## src/sv/sbda_pkg.sv

```systemverilog
package sbda_pkg;

  localparam int unsigned DataW  = 32;
  localparam int unsigned Digits = 10;
  localparam int unsigned BcdW   = 4 * Digits;
  localparam int unsigned CntW   = $clog2(DataW + 1);
  localparam int unsigned NdW    = $clog2(Digits + 1);
  localparam int unsigned CharW  = 8;

  localparam logic [CharW-1:0] CharZero  = 8'h30;
  localparam logic [CharW-1:0] CharMinus = 8'h2D;
  localparam logic [3:0]       DigitFive = 4'd5;
  localparam logic [3:0]       DigitAdj  = 4'd3;

  typedef enum logic [2:0] {
    StIdle,
    StConv,
    StSkip,
    StSign,
    StDigit
  } state_e;

  // add-3 correction on every BCD digit of five or more
  function automatic logic [BcdW-1:0] bcd_adjust(logic [BcdW-1:0] b);
    logic [BcdW-1:0] r;
    r = b;
    for (int i = 0; i < Digits; i++) begin
      if (b[4*i +: 4] >= DigitFive) begin
        r[4*i +: 4] = b[4*i +: 4] + DigitAdj;
      end
    end
    return r;
  endfunction

endpackage

```

## src/sv/sbda_ifs.sv

```systemverilog
interface sbda_in_if;
  import sbda_pkg::*;

  logic                    valid;
  logic                    ready;
  logic signed [DataW-1:0] value;

  modport source (output valid, output value, input ready);
  modport sink   (input valid, input value, output ready);
endinterface

interface sbda_out_if;
  import sbda_pkg::*;

  logic             valid;
  logic             ready;
  logic [CharW-1:0] char_code;
  logic             last;

  modport source (output valid, output char_code, output last, input ready);
  modport sink   (input valid, input char_code, input last, output ready);
endinterface

```

## src/sv/sbda_dabble.sv

```systemverilog
module sbda_dabble (
  input  logic                      clk_i,
  input  logic                      rst_ni,
  input  logic                      start_i,
  input  logic [sbda_pkg::DataW-1:0] mag_i,
  output logic                      done_o,
  output logic [sbda_pkg::BcdW-1:0]  bcd_o
);
  import sbda_pkg::*;

  logic [DataW-1:0] bin_q, bin_d;
  logic [BcdW-1:0]  bcd_q, bcd_d;
  logic [CntW-1:0]  cnt_q, cnt_d;
  logic             busy_q, busy_d;
  logic             done_q, done_d;
  logic [BcdW-1:0]  corr;

  always_comb begin
    corr   = bcd_adjust(bcd_q);
    bin_d  = bin_q;
    bcd_d  = bcd_q;
    cnt_d  = cnt_q;
    busy_d = busy_q;
    done_d = 1'b0;
    if (start_i) begin
      bin_d  = mag_i;
      bcd_d  = '0;
      cnt_d  = CntW'(DataW);
      busy_d = 1'b1;
    end else if (busy_q) begin
      bcd_d = {corr[BcdW-2:0], bin_q[DataW-1]};
      bin_d = {bin_q[DataW-2:0], 1'b0};
      cnt_d = cnt_q - 1'b1;
      if (cnt_q == CntW'(1)) begin
        busy_d = 1'b0;
        done_d = 1'b1;
      end
    end
  end

  always_ff @(posedge clk_i or negedge rst_ni) begin
    if (!rst_ni) begin
      cnt_q  <= '0;
      busy_q <= 1'b0;
      done_q <= 1'b0;
    end else begin
      cnt_q  <= cnt_d;
      busy_q <= busy_d;
      done_q <= done_d;
    end
  end

  always_ff @(posedge clk_i) begin
    bin_q <= bin_d;
    bcd_q <= bcd_d;
  end

  assign done_o = done_q;
  assign bcd_o  = bcd_q;

`ifndef NO_ASSERTIONS
  a_busy_cnt: assert property (@(posedge clk_i) disable iff (!rst_ni)
    busy_q |-> (cnt_q != '0))
    else $error("shift count ran out while busy");
  a_start_busy: assert property (@(posedge clk_i) disable iff (!rst_ni)
    start_i |=> busy_q)
    else $error("conversion not started");
  a_done_idle: assert property (@(posedge clk_i) disable iff (!rst_ni)
    done_q |-> !busy_q)
    else $error("done raised while still shifting");
`endif

endmodule

```

## src/sv/signed_binary_to_decimal_ascii_unit.sv

```systemverilog
// From the accepted transaction to the first character the magnitude passes through
// 32 shift-add-3 steps in the BCD unit, then leading-zero skipping.
// Characters follow at one per cycle while the sink is ready.
// Ready only when idle: no new value is taken before the last character goes out.
// Asynchronous active-low reset returns the sequencer to idle with no output.
module signed_binary_to_decimal_ascii_unit (
  input logic       clk_i,
  input logic       rst_ni,
  sbda_in_if.sink   in_i,
  sbda_out_if.source out_o
);
  import sbda_pkg::*;

  state_e           state_q, state_d;
  logic [BcdW-1:0]  dig_q, dig_d;
  logic [NdW-1:0]   nd_q, nd_d;
  logic             neg_q, neg_d;
  logic             start;
  logic             conv_done;
  logic [BcdW-1:0]  conv_bcd;
  logic [DataW-1:0] raw;
  logic [DataW-1:0] mag;
  logic [3:0]       top_dig;

  assign raw     = in_i.value;
  assign mag     = raw[DataW-1] ? (DataW'(0) - raw) : raw;
  assign top_dig = dig_q[BcdW-1 -: 4];

  sbda_dabble u_dabble (
    .clk_i   (clk_i),
    .rst_ni  (rst_ni),
    .start_i (start),
    .mag_i   (mag),
    .done_o  (conv_done),
    .bcd_o   (conv_bcd)
  );

  always_comb begin
    state_d         = state_q;
    dig_d           = dig_q;
    nd_d            = nd_q;
    neg_d           = neg_q;
    start           = 1'b0;
    in_i.ready      = 1'b0;
    out_o.valid     = 1'b0;
    out_o.char_code = CharZero + {4'b0000, top_dig};
    out_o.last      = 1'b0;
    case (state_q)
      StIdle: begin
        in_i.ready = 1'b1;
        if (in_i.valid) begin
          neg_d   = raw[DataW-1];
          start   = 1'b1;
          state_d = StConv;
        end
      end
      StConv: begin
        if (conv_done) begin
          dig_d   = conv_bcd;
          nd_d    = NdW'(Digits);
          state_d = StSkip;
        end
      end
      StSkip: begin
        if (top_dig == 4'd0 && nd_q != NdW'(1)) begin
          dig_d = {dig_q[BcdW-5:0], 4'd0};
          nd_d  = nd_q - 1'b1;
        end else begin
          state_d = neg_q ? StSign : StDigit;
        end
      end
      StSign: begin
        out_o.valid     = 1'b1;
        out_o.char_code = CharMinus;
        if (out_o.ready) begin
          state_d = StDigit;
        end
      end
      StDigit: begin
        out_o.valid = 1'b1;
        out_o.last  = (nd_q == NdW'(1));
        if (out_o.ready) begin
          dig_d = {dig_q[BcdW-5:0], 4'd0};
          nd_d  = nd_q - 1'b1;
          if (nd_q == NdW'(1)) begin
            state_d = StIdle;
          end
        end
      end
      default: begin
        state_d = StIdle;
      end
    endcase
  end

  always_ff @(posedge clk_i or negedge rst_ni) begin
    if (!rst_ni) begin
      state_q <= StIdle;
      nd_q    <= '0;
    end else begin
      state_q <= state_d;
      nd_q    <= nd_d;
    end
  end

  always_ff @(posedge clk_i) begin
    dig_q <= dig_d;
    neg_q <= neg_d;
  end

`ifndef NO_ASSERTIONS
  a_out_not_ready: assert property (@(posedge clk_i) disable iff (!rst_ni)
    out_o.valid |-> !in_i.ready)
    else $error("input ready while characters pending");
  a_digit_count: assert property (@(posedge clk_i) disable iff (!rst_ni)
    (state_q == StDigit) |-> (nd_q != '0 && nd_q <= NdW'(Digits)))
    else $error("digit count out of range");
  a_accept_conv: assert property (@(posedge clk_i) disable iff (!rst_ni)
    (in_i.valid && in_i.ready) |=> (state_q == StConv))
    else $error("conversion not entered after transaction");
  a_done_in_conv: assert property (@(posedge clk_i) disable iff (!rst_ni)
    conv_done |-> (state_q == StConv))
    else $error("conversion finished outside conversion state");
`endif

endmodule
```

## src/flat_wrapper.sv

```systemverilog
// flat-port wrapper written by rule: the top's interface ports become plain ports
module signed_binary_to_decimal_ascii_unit_flat import sbda_pkg::*;
  (clk_i, rst_ni, in_i_valid, in_i_value, in_i_ready, out_o_valid, out_o_char_code, out_o_last, out_o_ready);
  sbda_in_if in_i_i ();
  sbda_out_if out_o_i ();
  input logic clk_i;
  input logic rst_ni;
  input wire logic [$bits(in_i_i.valid)-1:0] in_i_valid;
  input wire logic [$bits(in_i_i.value)-1:0] in_i_value;
  output wire logic [$bits(in_i_i.ready)-1:0] in_i_ready;
  output wire logic [$bits(out_o_i.valid)-1:0] out_o_valid;
  output wire logic [$bits(out_o_i.char_code)-1:0] out_o_char_code;
  output wire logic [$bits(out_o_i.last)-1:0] out_o_last;
  input wire logic [$bits(out_o_i.ready)-1:0] out_o_ready;
  assign in_i_i.valid = in_i_valid;
  assign in_i_i.value = in_i_value;
  assign in_i_ready = in_i_i.ready;
  assign out_o_valid = out_o_i.valid;
  assign out_o_char_code = out_o_i.char_code;
  assign out_o_last = out_o_i.last;
  assign out_o_i.ready = out_o_ready;
  signed_binary_to_decimal_ascii_unit u_core (.clk_i(clk_i), .rst_ni(rst_ni), .in_i(in_i_i), .out_o(out_o_i));
endmodule
```

## config.mk

```make
export PLATFORM = sky130hd
export DESIGN_NAME = signed_binary_to_decimal_ascii_unit_flat
export DESIGN_NICKNAME = d
export VERILOG_FILES = /design/src/sv/sbda_pkg.sv /design/src/sv/sbda_ifs.sv /design/src/sv/sbda_dabble.sv /design/src/sv/signed_binary_to_decimal_ascii_unit.sv /design/src/flat_wrapper.sv
export SDC_FILE = /design/constraint.sdc
export NUM_CORES = 1
export LEC_CHECK = 0
export BUFFER_PORTS_ARGS = -buffer_cell sky130_fd_sc_hd__buf_2
export CORE_MARGIN = 2
export CORE_UTILIZATION = 42
export CTS_CLUSTER_DIAMETER = 60
export DETAILED_ROUTE_END_ITERATION = 12
export SETUP_SLACK_MARGIN = 0.02
export SLEW_MARGIN = 20
export SYNTH_ARGS = -nofsm -noshare
export SYNTH_HDL_FRONTEND = slang
export SYNTH_SLANG_ARGS = --single-unit
export TNS_END_PERCENT = 100
```

## constraint.sdc

```tcl
create_clock -name clk_i -period 3.1 [get_ports clk_i]
set_clock_uncertainty 0.05 [all_clocks]
set_input_delay 0.155 -clock clk_i [delete_from_list [all_inputs] [get_ports clk_i]]
set_output_delay 0.155 -clock clk_i [all_outputs]
set_load 0.01 [all_outputs]
```

# After elaboration in Yosys (flattened, before gate mapping)
# Index checks and enable logic that the tools add are counted.
# totals
regBits	128
in_bits	36
output_inout_bits	11
elab_cells	99
# classes
addsub	14
magnitude_cmp	10
eq_ne	14
muxes	43
n_reduce_logical	9
# op_table
operator	n
40-bit 2-to-1 mux	3
40-bit case mux with 3 select lines	1
32-bit 2-to-1 mux	3
4-bit 2-to-1 mux	12
4-bit by 3-bit >= comparator with 1-bit output, second input constant	10
4-bit by 2-bit adder with 4-bit output, second input constant	9
1-bit by 32-bit subtractor with 32-bit output, first input constant	1
3-bit 2-to-1 mux	8
3-bit case mux with 5 select lines	1
6-bit 2-to-1 mux	2
4-bit case mux with 3 select lines	1
1-bit 2-to-1 mux	11
2-bit inequality test, second input constant	5
8-bit 2-to-1 mux	1
6-bit by 4-bit adder with 7-bit output, first input constant	1
3-bit by 2-bit equality test with 1-bit output, second input constant	2
6-bit by 1-bit equality test with 1-bit output, second input constant	1
6-bit AND reduction	1
6-bit by 1-bit subtractor with 6-bit output, second input constant	1
4-bit by 1-bit equality test with 1-bit output, second input constant	1
4-bit zero test	1
2-bit by 1-bit inequality test with 1-bit output, second input constant	2
4-bit by 1-bit inequality test with 1-bit output, second input constant	1
4-bit AND reduction	1
other kinds (10)	10

# Depth between registers and ports, before layout
# logic_depth
depth_word	4
mapped_depth	7
ltp_nobuf	7

# Modules after synthesis
# A second synthesis with hierarchy kept.
# hier_totals
cells_unflattened	665
hier_area_um2	7186.9
# by_module_without_submodules
mod	instances	cells_each	area_each_um2	seq_area_each_um2
sbda_dabble	1	413	4190.3	1961.9
signed_binary_to_decimal_ascii_unit	1	252	2996.6	1406.3

# Worst setup path before layout
# No wires, ideal clock.
# synth_timing
path_type	reg-to-reg
start	register u_core.dig_q[39]
end	register u_core.dig_q[0] (enable)
setup_time_ps	399
arrival_ps	2168
t_required_ps	2651
slack_ps	484
stages_incl_launch_ff	5
path_buffers	0
synth_period_minus_slack_ps	2616
cell_sequence	edfxtp_1 > or4_4 > nor3_1 > o21ai_0 > nand2_1
# synth_via
elab_chain_len	4
# synth_lines
item	line_no	text
start: declaration	signed_binary_to_decimal_ascii_unit.sv:15	logic [BcdW-1:0] dig_q, dig_d;
start signal: assignment	signed_binary_to_decimal_ascii_unit.sv:107	dig_q <= dig_d;
4-bit zero test	signed_binary_to_decimal_ascii_unit.sv:65	if (top_dig == 4'd0 && nd_q != NdW'(1)) begin
1-bit logical AND	signed_binary_to_decimal_ascii_unit.sv:65	
2-bit by 1-bit inequality test with 1-bit output (no line)	--	
4-bit AND reduction (no line)	--	
# Every way passes these cells.
# A chain may end at the register's enable or synchronous reset.

# Final worst setup path
# layout_timing
start	register u_core.dig_q[39]
end	register u_core.dig_q[2] (enable)
# The elaborated chain is that of the path after synthesis.

==> out/results.ini <==
[outcome]
outcome=completed

[clock_tree]
cts_inserted_buffers=17
cts_setup_buffers=0
cts_sinks=128
clk_latency_ns=0.42
clockBufferDepth=2
cts_tree=done
path_clk_slew_ns=0.06
cts_root_buffer=clkbuf_16
htreeDepth=4

[grt]
grt_usage_pct=15.9
grt_antenna_before_repair=0
grt_pass1_wl_mm=22.6
grt_pass1_vias=4807
grt_max_degree=64
use_met2_pct=26.1
top_usage_layer=met2
gr-total-overflow=0
grt.met3_usage_pct=4.09
use_met1_pct=20.4

[detailed_routing]
route.detailed.drc=0
antenna_left=0
first_pass_iters=5
routed_via_density=5.13
dr_total_vias=4768
drt-total-wl_mm=12.9
wl_per_cell_um=13.9
first_iter_violations=280

[power]
leakage_nw=3.23
power_density_nw_per_um2=846
ir_worst_vdd_v=0.000429
switching_power_mw=2.20
intPower_mw=4.40
power_frac_clock_pct=28.7
p_sw_share_pct=33.3
power_mw=6.59
p_seq_share_pct=42.1
comb_power_share_pct=29.2

[layout]
fin_nets=761
fin_util_pct=49.1
antenna_cells=0
drive_gt1_share_pct=16.8
final_cell_mix=nand2_1 (74), edfxtp_1 (73), o21ai_0 (59)
final_common_cell=nand2_1
area_delta_synth_final_pct=14.4
post-route-cell-area_sq_um=7790

[sta]
tns_ns=0
fin_crit_ns=2.36
slew_headroom_pct=46.4
tightest_slew_ns=0.797
setup_viol=0
final-hold-violation-count=0
drv_slew=0
rsz0062_at_grt=false
fmax_mhz=423
period_share_pct=76.3

[synth]
ys.warnings.count=0
yosys.area_share.adder_pct=4.59
syn_avg_cell_area_sq_um=10.3
ys_seq_area_share_pct=49.4
synth_simple_gate_area_share_pct=13.8
synth_compound_area_share_pct=11.8
async_flop_share_pct=11.7
synth-xor-area-share_pct=6.04
netlist_instances=660
synth_cell_types=49
synth_top_family_by_area=simple AND/OR/NAND/NOR gates
synth_ff_type=edfxtp_1
ys_ff_latch=128
synthMuxAreaShare_pct=10.1
synth_area_sq_um=6820
synth_edf_count=73

[critical_path]
arrival_ns=2.37
start_kind=register
ff2ff_path_depth=5
critical_path_class=register to register
crit_fanout=41
rrSetupSlack_ns=0.74
r2r-start=u_core.dig_q[39]$_DFFE_PP_
crit_required_ns=3.10
reg2reg_to=u_core.dig_q[2]$_SDFFCE_PN0P_
worstSetupEndpointType=register

[die]
placementRows=46
pin_count=47
die_h_um=131
initial_core_util_pct=42.9
core_sq_um=15900
dieArea_sq_um=17300
fp.dieW_um=131

[min_path]
min_path_cells=4
hold_start=out_o_ready
min-delay-path-class=input port to register
min_to=u_core.state_q[1]$_DFFE_PN0P_

[job]
max_cap_violations=0

[place]
io_buffers=43
gp_congestion=0.787
dp_hpwl_mm=8.68
place_area_sq_um=7210

[registers in the layout (all words and copies together) (netlist names)]
name / cells
u_core.neg_q: 1
u_core.nd_q: 4
u_core.u_dabble.cnt_q: 6
u_core.u_dabble.done_o: 1
u_core.state_q: 3
u_core.u_dabble.bcd_o: 40
u_core.dig_q: 40
u_core.u_dabble.bin_q: 32
u_core.u_dabble.busy_q: 1
[worst max-delay path, stage by stage (launching register included)]
cell and delay [ns]:
edfxtp_1 0.38, or4_4 0.57, nor3_1 0.31, o21ai_0 0.16, nand2_1 0.09, buf_4 0.43
[cell families (layout without fill, tap and decap cells)]
logic type,after synthesis,after routing
DFF,128,128
muxes,64,64
other,2,3
AOI/OAI and AO/OA,135,135
adders and majority gates,25,25
xor gates and xnor gates,47,47
and+or+nand+nor,195,195
buffers and inverters,64,116
[per-stage QoR]
step	hold slack [ns]	setup slack [ns]	std cells
final	0.0768	0.735	929
after global routing	0.0900	0.532	929
after CTS	0.0558	0.677	929
after detailed placement	0.0330	0.743	895
after global placement	0.0270	0.793	895
after floorplan	-0.191	0.484	661
[power by group through the flow]
| stage | clock network (mW) | registers (mW) | logic (mW) |
|---|---|---|---|
| after floorplan | 0 | 2.68 | 1.60 |
| after global placement | 0 | 2.79 | 1.85 |
| after detailed placement | 0 | 2.81 | 1.94 |
| after CTS | 1.94 | 2.78 | 1.95 |
| after global routing | 2.02 | 2.85 | 2.24 |
| final | 1.89 | 2.77 | 1.93 |
[what timing repair did]
item,in CTS,in global routing
resized for setup,0,0
endpoints found under the hold margin,16,0
hold buffers,2,0
[worst max-delay path by stage]
stage                                    endpoint                  startpoint  slack [ns]  cells after the start
floorplan           u_core.dig_q[0]$_SDFFCE_PN0P_  u_core.dig_q[39]$_DFFE_PP_        0.48                      4
global placement    u_core.dig_q[0]$_SDFFCE_PN0P_  u_core.dig_q[39]$_DFFE_PP_        0.79                      5
detailed placement     u_core.dig_q[13]$_DFFE_PP_  u_core.dig_q[39]$_DFFE_PP_        0.74                      5
CTS                    u_core.dig_q[23]$_DFFE_PP_  u_core.dig_q[39]$_DFFE_PP_        0.68                      5
global route           u_core.dig_q[23]$_DFFE_PP_  u_core.dig_q[39]$_DFFE_PP_        0.53                      5
finish              u_core.dig_q[2]$_SDFFCE_PN0P_  u_core.dig_q[39]$_DFFE_PP_        0.74                      5
[cell usage after synthesis, types with 5 or more instances]
cell / instances / share of area [%]
dfxtp_1: 40 / 12
mux2i_1: 27 / 4.0
nand2b_1: 17 / 1.6
a21oi_1: 33 / 2.4
o31ai_1: 13 / 1.4
nand2_1: 75 / 4.1
ha_1: 25 / 4.6
nor2_1: 40 / 2.2
nor4_1: 7 / 0.64
nor3b_1: 6 / 0.66
o211ai_1: 6 / 0.66
inv_1: 32 / 1.8
clkbuf_1: 18 / 0.99
dfrtp_1: 15 / 5.5
nand3_1: 16 / 1.2
o21ai_0: 59 / 4.3
nor3_1: 11 / 0.81
a211oi_1: 5 / 0.55
edfxtp_1: 73 / 32
xor2_1: 30 / 3.9
mux2_2: 29 / 4.8
nor2b_1: 5 / 0.46
xnor2_1: 17 / 2.2
buf_1: 6 / 0.33
o41ai_1: 8 / 1.0
mux2_1: 8 / 1.3
[area by class of cell]
type,instances,area (sq um)
fillers,1454,8090
flip-flops and latches,128,3370
multi-input cells,469,3170
clock buffers,18,429
repair buffers,52,300
well taps,216,270
clock inverters,14,134
inverters,32,120
[routing by layer]
| layer | wire (um) | share of wire, % |
|---|---|---|
| met4 | 183 | 1.4 |
| met2 | 6210 | 48 |
| met3 | 487 | 3.8 |
| met1 | 6050 | 47 |
| met5 | 0 | 0 |
No activity file was read; power rests on OpenSTA's default activity.
